## src/olids_pkg.sv

```systemverilog
// Package of the ordered list block: request and result types, command and
// status codes, and default sizes. No dependencies.
`default_nettype none

package olids_pkg;

   localparam int DEPTH_DEFAULT = 16;

   localparam int CMD_W   = 2;
   localparam int POS_W   = 5;
   localparam int VALUE_W = 32;
   localparam int STAT_W  = 2;
   localparam int FIDX_W  = 4;
   localparam int COUNT_W = 5;

   localparam logic [CMD_W-1:0] CMD_INSERT = 2'd0;
   localparam logic [CMD_W-1:0] CMD_DELETE = 2'd1;
   localparam logic [CMD_W-1:0] CMD_SEARCH = 2'd2;

   localparam logic [STAT_W-1:0] ST_OK     = 2'd0;
   localparam logic [STAT_W-1:0] ST_FULL   = 2'd1;
   localparam logic [STAT_W-1:0] ST_EMPTY  = 2'd2;
   localparam logic [STAT_W-1:0] ST_BADPOS = 2'd3;

   typedef struct packed {
      logic [CMD_W-1:0]          command;
      logic [POS_W-1:0]          position;
      logic signed [VALUE_W-1:0] value;
   } req_type;

   typedef struct packed {
      logic [STAT_W-1:0]  status;
      logic               found;
      logic [FIDX_W-1:0]  found_index;
      logic [COUNT_W-1:0] entry_count;
   } rsp_type;

   typedef struct packed {
      logic    valid;
      rsp_type rsp;
   } seq_done_type;

endpackage

`default_nettype wire

```

## src/ordered_list_insert_delete_search_top.sv

```systemverilog
// Flow: an accepted request is registered, then checked by the sequencer; a request that
// is rejected or has an unused command code gives its result from that check. Otherwise
// each entry moved or compared is read in a step state and written or compared in a use state.
// Every moved or compared entry passes the single RAM read and write port of the sequencer.
// Throughput: one request at a time; the next is accepted in the cycle its result shows.
// The result strobe lasts one cycle and cannot be stalled. Synchronous reset empties the list.
`default_nettype none

module ordered_list_insert_delete_search_top import olids_pkg::*; #(
   parameter int DEPTH = DEPTH_DEFAULT
) (
   input  wire logic    clock,
   input  wire logic    reset,
   input  wire logic    start,
   output logic         busy,
   input  wire req_type req_item,
   output logic         rsp_valid,
   output rsp_type      rsp_item
);

   logic         accept;
   logic         seq_busy;
   req_type      req_ff;
   seq_done_type done;
   logic         rsp_valid_ff;
   rsp_type      rsp_item_ff;

   assign accept = start && !seq_busy;

   always_ff @(posedge clock) begin
      if (accept) begin
         req_ff <= req_item;
      end
      if (done.valid) begin
         rsp_item_ff <= done.rsp;
      end
      if (reset) begin
         rsp_valid_ff <= 1'b0;
      end else begin
         rsp_valid_ff <= done.valid;
      end
   end

   olids_seq #(
      .DEPTH (DEPTH)
   ) u_seq (
      .clock  (clock),
      .reset  (reset),
      .accept (accept),
      .req    (req_ff),
      .busy   (seq_busy),
      .done   (done)
   );

   assign busy      = seq_busy;
   assign rsp_valid = rsp_valid_ff;
   assign rsp_item  = rsp_item_ff;

endmodule

`default_nettype wire

```

## src/olids_ram.sv

```systemverilog
// Generic single-write, single-read RAM with a registered read port.
// No dependencies.
`default_nettype none

module olids_ram #(
   parameter int WIDTH = 32,
   parameter int DEPTH = 16,
   localparam int AW = (DEPTH > 1) ? $clog2(DEPTH) : 1
) (
   input  wire logic             clock,
   input  wire logic             wr_en,
   input  wire logic [AW-1:0]    wr_addr,
   input  wire logic [WIDTH-1:0] wr_data,
   input  wire logic             rd_en,
   input  wire logic [AW-1:0]    rd_addr,
   output logic      [WIDTH-1:0] rd_data
);

   logic [WIDTH-1:0] mem_ff [DEPTH];
   logic [WIDTH-1:0] rd_data_ff;

   always_ff @(posedge clock) begin
      if (wr_en) begin
         mem_ff[wr_addr] <= wr_data;
      end
      if (rd_en) begin
         rd_data_ff <= mem_ff[rd_addr];
      end
   end

   assign rd_data = rd_data_ff;

endmodule

`default_nettype wire

```

## src/olids_seq.sv

```systemverilog
// Sequencer of the ordered list: entry count, walking index and the shared
// compare/step unit that moves or checks one entry at a time. Uses olids_pkg, olids_ram.
`default_nettype none

module olids_seq import olids_pkg::*; #(
   parameter int DEPTH = DEPTH_DEFAULT
) (
   input  wire logic    clock,
   input  wire logic    reset,
   input  wire logic    accept,
   input  wire req_type req,
   output logic         busy,
   output seq_done_type done
);

   localparam int AW = (DEPTH > 1) ? $clog2(DEPTH) : 1;
   localparam int CW = $clog2(DEPTH + 1);
   localparam int XW = (CW > POS_W) ? CW : POS_W;

   localparam logic [1:0] S_IDLE  = 2'd0;
   localparam logic [1:0] S_CHECK = 2'd1;
   localparam logic [1:0] S_STEP  = 2'd2;
   localparam logic [1:0] S_USE   = 2'd3;

   logic [1:0]         state_ff, state_in;
   logic [CW-1:0]      idx_ff, idx_in;
   logic [CW-1:0]      count_ff, count_in;

   logic               rd_en, wr_en;
   logic [AW-1:0]      rd_addr, wr_addr;
   logic [VALUE_W-1:0] wr_data, rd_data;

   logic [XW-1:0]      pos_x, cnt_x, idx_x, cnt_out_x;
   logic [CW-1:0]      idx_dn;
   logic [CW:0]        idx_up;
   logic               full;

   assign pos_x     = XW'(req.position);
   assign cnt_x     = XW'(count_ff);
   assign idx_x     = XW'(idx_ff);
   assign idx_dn    = idx_ff - CW'(1);
   assign idx_up    = (CW + 1)'(idx_ff) + (CW + 1)'(1);
   assign full      = (count_ff == CW'(DEPTH));
   assign cnt_out_x = XW'(count_in);

   always_comb begin
      state_in = state_ff;
      idx_in   = idx_ff;
      count_in = count_ff;
      rd_en    = 1'b0;
      rd_addr  = idx_ff[AW-1:0];
      wr_en    = 1'b0;
      wr_addr  = idx_ff[AW-1:0];
      wr_data  = rd_data;
      done.valid           = 1'b0;
      done.rsp.status      = ST_OK;
      done.rsp.found       = 1'b0;
      done.rsp.found_index = '0;
      unique case (state_ff)
         S_IDLE: begin
            if (accept) begin
               state_in = S_CHECK;
            end
         end
         S_CHECK: begin
            state_in = S_STEP;
            unique case (req.command)
               CMD_INSERT: begin
                  idx_in = count_ff;
                  if (full) begin
                     done.valid      = 1'b1;
                     done.rsp.status = ST_FULL;
                     state_in        = S_IDLE;
                  end else if (pos_x > cnt_x) begin
                     done.valid      = 1'b1;
                     done.rsp.status = ST_BADPOS;
                     state_in        = S_IDLE;
                  end
               end
               CMD_DELETE: begin
                  idx_in = pos_x[CW-1:0];
                  if (count_ff == '0) begin
                     done.valid      = 1'b1;
                     done.rsp.status = ST_EMPTY;
                     state_in        = S_IDLE;
                  end else if (pos_x >= cnt_x) begin
                     done.valid      = 1'b1;
                     done.rsp.status = ST_BADPOS;
                     state_in        = S_IDLE;
                  end
               end
               CMD_SEARCH: begin
                  idx_in = '0;
               end
               default: begin
                  done.valid = 1'b1;
                  state_in   = S_IDLE;
               end
            endcase
         end
         S_STEP: begin
            unique case (req.command)
               CMD_INSERT: begin
                  if (idx_x > pos_x) begin
                     rd_en    = 1'b1;
                     rd_addr  = idx_dn[AW-1:0];
                     state_in = S_USE;
                  end else begin
                     wr_en      = 1'b1;
                     wr_addr    = pos_x[AW-1:0];
                     wr_data    = req.value;
                     count_in   = count_ff + CW'(1);
                     done.valid = 1'b1;
                     state_in   = S_IDLE;
                  end
               end
               CMD_DELETE: begin
                  if (idx_up < (CW + 1)'(count_ff)) begin
                     rd_en    = 1'b1;
                     rd_addr  = idx_up[AW-1:0];
                     state_in = S_USE;
                  end else begin
                     count_in   = count_ff - CW'(1);
                     done.valid = 1'b1;
                     state_in   = S_IDLE;
                  end
               end
               default: begin
                  if (idx_ff < count_ff) begin
                     rd_en    = 1'b1;
                     state_in = S_USE;
                  end else begin
                     done.valid = 1'b1;
                     state_in   = S_IDLE;
                  end
               end
            endcase
         end
         S_USE: begin
            state_in = S_STEP;
            unique case (req.command)
               CMD_INSERT: begin
                  wr_en  = 1'b1;
                  idx_in = idx_dn;
               end
               CMD_DELETE: begin
                  wr_en  = 1'b1;
                  idx_in = idx_up[CW-1:0];
               end
               default: begin
                  if (rd_data == req.value) begin
                     done.valid           = 1'b1;
                     done.rsp.found       = 1'b1;
                     done.rsp.found_index = idx_x[FIDX_W-1:0];
                     state_in             = S_IDLE;
                  end else begin
                     idx_in = idx_up[CW-1:0];
                  end
               end
            endcase
         end
      endcase
      done.rsp.entry_count = cnt_out_x[COUNT_W-1:0];
   end

   always_ff @(posedge clock) begin
      if (reset) begin
         state_ff <= S_IDLE;
         count_ff <= '0;
      end else begin
         state_ff <= state_in;
         count_ff <= count_in;
      end
      idx_ff <= idx_in;
   end

   assign busy = (state_ff != S_IDLE);

   olids_ram #(
      .WIDTH (VALUE_W),
      .DEPTH (DEPTH)
   ) u_ram (
      .clock   (clock),
      .wr_en   (wr_en),
      .wr_addr (wr_addr),
      .wr_data (wr_data),
      .rd_en   (rd_en),
      .rd_addr (rd_addr),
      .rd_data (rd_data)
   );

endmodule

`default_nettype wire

```

## config.mk

```make
export PLATFORM = sky130hd
export DESIGN_NAME = ordered_list_insert_delete_search_top
export DESIGN_NICKNAME = d
export VERILOG_FILES = /design/src/olids_pkg.sv /design/src/ordered_list_insert_delete_search_top.sv /design/src/olids_ram.sv /design/src/olids_seq.sv
export SDC_FILE = /design/constraint.sdc
export NUM_CORES = 1
export LEC_CHECK = 0
export BUFFER_PORTS_ARGS = -buffer_cell sky130_fd_sc_hd__buf_2
export CAP_MARGIN = 30
export CORE_MARGIN = 2
export CORE_UTILIZATION = 65
export CTS_BUF_LIST = sky130_fd_sc_hd__clkbuf_8
export CTS_CLUSTER_DIAMETER = 150
export DETAILED_ROUTE_END_ITERATION = 16
export PLACE_DENSITY_LB_ADDON = 0.2
export SKIP_LAST_GASP = 1
export SLEW_MARGIN = 20
export SYNTH_ARGS = -nofsm -noshare
export SYNTH_HDL_FRONTEND = slang
export SYNTH_SLANG_ARGS = --single-unit
```

## constraint.sdc

```tcl
create_clock -name clock -period 7.24 [get_ports clock]
set_input_delay 0.362 -clock clock [delete_from_list [all_inputs] [get_ports clock]]
set_output_delay 0.362 -clock clock [all_outputs]
set_load 0.005 [all_outputs]
```

==> results of run 1 <==
-- final timing paths --
path              slack [ps]                 endpoint  cells past startpoint
setup / recovery        1870  u_seq.u_ram.rd_data[30]                     13
hold / removal           390                req_ff[5]                      2
setup reg to reg        1870  u_seq.u_ram.rd_data[30]                     13
hold reg to reg          580        u_seq.state_ff[1]                      2
-- registers in the layout, summed over array words and instances (netlist names) --
| register | flops |
|---|---|
| u_seq.state_ff | 2 |
| u_seq.u_ram.rd_data | 32 |
| req_ff | 39 |
| rsp_item | 12 |
| u_seq.cnt_x | 5 |
| u_seq.idx_ff | 5 |
| rsp_valid | 1 |
| u_seq.u_ram.mem_ff | 512 |
-- cell usage in the layout, fill, tap and decap left out, types with 5 or more instances in the layout --
| master | n |
|---|---|
| dfxtp_1 | 8 |
| and2_1 | 31 |
| nand4_1 | 10 |
| clkinv_2 | 12 |
| dlygate4sd3_1 | 40 |
| nor2_1 | 49 |
| a21oi_1 | 207 |
| o21ai_0 | 53 |
| a22oi_1 | 32 |
| o211ai_1 | 31 |
| clkbuf_8 | 96 |
| nand2_1 | 229 |
| xor2_1 | 6 |
| clkinv_1 | 25 |
| ha_1 | 26 |
| edfxtp_1 | 600 |
| a21o_1 | 5 |
| a221oi_1 | 23 |
| a31oi_1 | 41 |
| buf_2 | 56 |
| a221oi_2 | 10 |
| nor2b_1 | 6 |
| inv_1 | 56 |
| nand3_1 | 79 |
| buf_4 | 39 |
| mux2i_1 | 65 |
| mux2_2 | 33 |
| xnor2_1 | 33 |
| a32oi_1 | 32 |
| a221o_1 | 31 |
| o221ai_1 | 37 |
| nor3_1 | 13 |
| nor2_4 | 16 |
-- what timing repair did --
action	in CTS	in global routing
gates resized for setup	0	0
hold buffers	40	0
endpoints found under the hold margin	47	0
-- where the power goes --
part | switching, mW | leakage (nW) | total, mW | internal, mW
registers | 0.0224 | 5.49 | 3.87 | 3.85
clock network | 1.34 | 1.00 | 2.66 | 1.31
logic | 0.308 | 3.36 | 0.479 | 0.170
-- routing by layer --
| metal | vias to the layer above | share of wire (%) | track usage (%) |
|---|---|---|---|
| li1 | 7737 | - | - |
| met1 | 8714 | 38 | 45.93 |
| met2 | 1281 | 47 | 50.83 |
| met3 | 184 | 12 | 7.143 |
| met4 | 0 | 3.4 | 13.62 |
| met5 | - | 0 | 0 |
-- layout make-up --
cell class	instances	area share, %
clock buffer	96	4.508
clock inverter	76	1.336
inverter	25	0.3202
multi-input combinational	1155	25.74
sequential	608	62.02
tap	525	2.241
timing repair buffer	142	3.834
-- cells by family (layout without fill, tap and decap cells) --
logic type	after synthesis	after routing	synth area share, %
AOI/OAI and AO/OA	537	537	13.89
buffers and inverters	167	339	3.000
and+or+nand+nor	455	455	7.608
adders and majority gates	26	26	1.236
xor gates and xnor gates	39	39	1.298
DFF	608	608	69.08
muxes	98	98	3.885
-- through the flow --
step	power, mW	setup WS, ps	utilization (%)	instances	cell area [um2]
2_1_floorplan	4.259	2886	-	1930	26310
3_3_place_gp	4.376	2110	67.98	2408	27070
3_5_place_dp	4.395	2046	68.14	2411	27130
4_1_cts	7.007	2034	73.44	2623	29250
5_1_grt	7.208	1656	73.59	2627	29310
6_report	7.008	1871	73.59	2627	29310
==> impl_metrics.json, run 1 <==
{
  "status": "finished, final reports clean",
  "crit_required_ps": 7730,
  "crit_family": "compound AO/OA/AOI/OAI gates",
  "clock-root-buffer": "clkbuf_8",
  "grt_pass1_wl_um": 102600,
  "syn_area_per_cell_um2": 13.63,
  "drc": 0,
  "gp_congestion": 0.8918,
  "async_flop_share_pct": 0,
  "boundaryPins": 56,
  "synth_nets": 1998,
  "clk_path_buf_depth": 3,
  "synth_top_area_share_pct": 68.47,
  "relSlewSlack_pct": 29.77,
  "multi_input_area_mm2": 0.007542,
  "synth_seq_cells": 608,
  "postCtsSetupBuffers": 0,
  "path_cells": "inv_1, ha_1, ha_1, a21boi_1, o2111a_1, nor3_2, a221o_2, nand2_8, buf_4, mux2i_1, a221oi_1, a31oi_1, o221ai_1",
  "cts_buffers": 92,
  "synth_cells": 1930,
  "critPathMaxFanout": 129,
  "cts_tree": "yes",
  "synthTopCellsByCount": "edfxtp_1, nand2_1, a21oi_1",
  "synth_most_common_cell": "edfxtp_1",
  "final_net_count": 2092,
  "drt-pass1-iter-count": 8,
  "grt_usage_pct": 32.89,
  "dieArea_mm2": 0.04211,
  "cp-end-kind": "flop",
  "tns_ps": 0,
  "synth_edf_count": 600,
  "ys_seq_area_share_pct": 69.08,
  "n_antenna_cell": 0,
  "clkLatencyLatePin_ps": 680,
  "cp.arrival_ps": 5860,
  "die_x_um": 205.2,
  "r2r_start": "u_seq.idx_ff[0]",
  "yosysUniqueCellTypes": 65,
  "p_per_area_mw_per_mm2": 239.1,
  "die_h_um": 205.2,
  "syn_to_final_growth_pct": 11.38,
  "ir_drop_mv": 0.2905,
  "ys_warn_count": 0,
  "setup_viol": 0,
  "critical_path.slowest_cell": "nor3_2",
  "synth_ff_type": "edfxtp_1",
  "slew_violations": 0,
  "fmax_ghz": 0.1862,
  "coreArea_mm2": 0.03982,
  "clk_pin_slew_ps": 70,
  "clock_sinks": 608,
  "grt_max_degree": 130,
  "drive_above_1_share_pct": 14.13,
  "rows": 73,
  "port_buffers": 55,
  "vias": 17920,
  "min_from": "req_item[5]",
  "slowest_delay_ps": 720,
  "htree_levels": 3,
  "yosys.area.top_type": "edfxtp_1",
  "rsz0062_at_grt": "false",
  "hpwl_um": 36640,
  "grt_pass1_vias": 17320,
  "first_iter_violations": 2463,
  "postRouteAntennaNets": 0,
  "regArea_mm2": 0.01818,
  "finalCritPeriodShare_pct": 74.16,
  "crit_buf_inv": 2,
  "hp-class": "in -> reg",
  "start_util_pct": 66.07,
  "cap_violations": 0,
  "crit_top_cell": "ha_1",
  "syn_area_mm2": 0.02631,
  "wl_per_cell_um": 26.02,
  "hold_violations": 0,
  "fin_hold_ws_ps": 390.7,
  "wl_um": 68350,
  "crit_type": "reg -> reg",
  "crit_start": "u_seq.idx_ff[0]",
  "tightest_slew_ps": 1053,
  "via_per_inst": 6.820,
  "grt_overflow": 0,
  "total_leakage_power_nw": 9.848,
  "finClkSkew_ps": 45.65,
  "antenna_found_initial": 0,
  "period_needed_ps": 5369,
  "ys_top_cells_by_area": "edfxtp_1, a21oi_1, nand2_1",
  "fillerInstances": 2556,
  "startpoint_type": "flop"
}
Power figures use the tool's default switching activity.
==> inputs of run 2 (changes only) <==
==> constraint.sdc (replaced) <==
create_clock -name clock -period 5.35 [get_ports clock]
set_input_delay 0.2675 -clock clock [delete_from_list [all_inputs] [get_ports clock]]
set_output_delay 0.2675 -clock clock [all_outputs]
set_load 0.005 [all_outputs]
==> run 2 against run 1 <==
- global-route usage is 0.13 points lower
- register-to-register slack worse by 1400 ps
- clock power is 35% higher
- sequential power is 35% higher
- wire length is 1.4% lower
- clock skew is 3.3 ps lower
- sequential cell count stayed put
- via count is 0.83% lower
- combinational power is 38% higher
- utilization is 0.84 points higher
- worst hold slack worse by 93 ps
==> impl_metrics.json, run 2 (synthesized netlist as in run 1, its figures left out) <==
{
  "status": "finished, final reports clean",
  "rows": 73,
  "place_ws_ps": 589.9,
  "power_frac_clock_pct": 37.9,
  "antenna_found_initial": 0,
  "crit_start": "u_seq.idx_ff[0]",
  "r2r_start": "u_seq.idx_ff[0]",
  "clock_sinks": 608,
  "r2r_cells": 13,
  "ctsHoldBuffers": 40,
  "first_iter_violations": 2148,
  "crit_required_ps": 5740,
  "gr-usage-met3_pct": 5.892,
  "vias": 17770,
  "fin_hold_ws_ps": 297.4,
  "dieArea_mm2": 0.04211,
  "hp-class": "in -> reg",
  "drt-pass1-iter-count": 5,
  "final_cell_mix": "edfxtp_1, nand2_1, a21oi_1",
  "clk_path_buf_depth": 3,
  "p_seq_share_pct": 55.2,
  "fillerInstances": 2491,
  "swShare_pct": 23.20,
  "placed_area_mm2": 0.02752,
  "postRouteAntennaNets": 0,
  "clock-root-buffer": "clkbuf_8",
  "final_net_count": 2108,
  "finClkSkew_ps": 42.31,
  "min_from": "req_item[15]",
  "slew_violations": 0,
  "cap_violations": 0,
  "combPwrFrac_pct": 7.0,
  "drive_above_1_share_pct": 14.48,
  "setup_viol": 0,
  "boundaryPins": 56,
  "clkLatencyLatePin_ps": 690,
  "grt_pass1_wl_um": 102200,
  "htree_levels": 3,
  "cp-end-kind": "flop",
  "top_usage_layer": "met2",
  "gp_congestion": 0.9286,
  "grt_pass1_vias": 17540,
  "cts_buffers": 95,
  "finalCritPeriodShare_pct": 90.70,
  "n_antenna_cell": 0,
  "tns_ps": 0,
  "port_buffers": 55,
  "finalWorstSetupSlack_ps": 497.7,
  "total_power_mw": 9.503,
  "coreArea_mm2": 0.03982,
  "grt_usage_pct": 32.76,
  "cts_resized": 0,
  "relSlewSlack_pct": 34.55,
  "p_int_mw": 7.299,
  "die_h_um": 205.2,
  "tightest_slew_ps": 977.2,
  "crit_type": "reg -> reg",
  "regArea_mm2": 0.01818,
  "drc": 0,
  "multi_input_area_mm2": 0.007542,
  "grt_max_degree": 127,
  "wl_um": 67410,
  "die_x_um": 205.2,
  "clk_pin_slew_ps": 60,
  "period_needed_ps": 4852,
  "min_path_cells": 2,
  "hold_violations": 0,
  "final_common_cell": "edfxtp_1",
  "cts_tree": "yes",
  "critPathMaxFanout": 83,
  "cp.arrival_ps": 5240,
  "grtUsageMet2_pct": 52.68,
  "postCtsSetupBuffers": 0,
  "largest_reg_flops": 512,
  "total_leakage_power_nw": 9.986,
  "p_sw_mw": 2.205,
  "fin_area_mm2": 0.02964,
  "p_per_area_mw_per_mm2": 320.6,
  "ir_drop_mv": 0.3493,
  "via_per_inst": 6.750,
  "wl_per_cell_um": 25.61,
  "hpwl_um": 37460,
  "use_met1_pct": 44.27,
  "startpoint_type": "flop",
  "start_util_pct": 66.07,
  "top_register": "u_seq.u_ram.mem_ff",
  "syn_to_final_growth_pct": 12.65,
  "grt_overflow": 0,
  "rsz0062_at_grt": "false",
  "fmax_ghz": 0.2061
}
[run 2: cell count changes in the layout (fill, tap and decap cells not counted), moves of 3 or more]
| cell | before | now |
|---|---|---|
| buf_4 | 39 | 31 |
| buf_16 | 3 | 0 |
| buf_12 | 3 | 27 |
| clkinv_2 | 12 | 5 |
| clkinv_1 | 25 | 20 |
[run 2: final cells by class]
class | instances | share of cell area, %
Multi-Input combinational cell | 1155 | 25.45
Timing Repair Buffer | 155 | 4.922
Inverter | 25 | 0.3166
Tap cell | 525 | 2.216
Clock buffer | 98 | 4.550
Clock inverter | 66 | 1.224
Sequential cell | 608 | 61.33
[run 2: stage by stage]
step	std cells	utilization [%]
floorplan	1930	-
global placement	2425	69.08
detailed placement	2426	69.10
CTS	2630	74.41
global route	2632	74.43
finish	2632	74.43
[run 2: worst paths after layout]
check,slack [ps],to
setup / recovery,500,u_seq.u_ram.rd_data[22]
hold / removal,300,req_ff[15]
setup reg to reg,500,u_seq.u_ram.rd_data[22]
hold reg to reg,580,u_seq.state_ff[1]
[run 2: layer usage]
metal	routed length, um	part of all wire (%)
met1	25260	37
met2	32800	49
met3	6572	9.8
met4	2763	4.1
met5	0	0
[run 2: critical path, cell delays in order (launching register included)]
cell and delay, ps:
edfxtp_1 550, inv_1 210, ha_1 540, ha_1 290, a21boi_1 140, o2111ai_1 280
a31oi_1 160, a2111o_1 510, nand2_8 520, buf_4 600, mux2i_1 250, o21ai_0 90
o221ai_1 210, o211ai_1 120
[run 2: power groups by stage]
stage	clock network [mW]	registers [mW]	logic, mW
6_report	3.60	5.24	0.661
5_1_grt	3.82	5.24	0.718
4_1_cts	3.62	5.24	0.650
3_5_place_dp	0	5.34	0.624
3_3_place_gp	0	5.34	0.603
2_1_floorplan	0	5.33	0.435
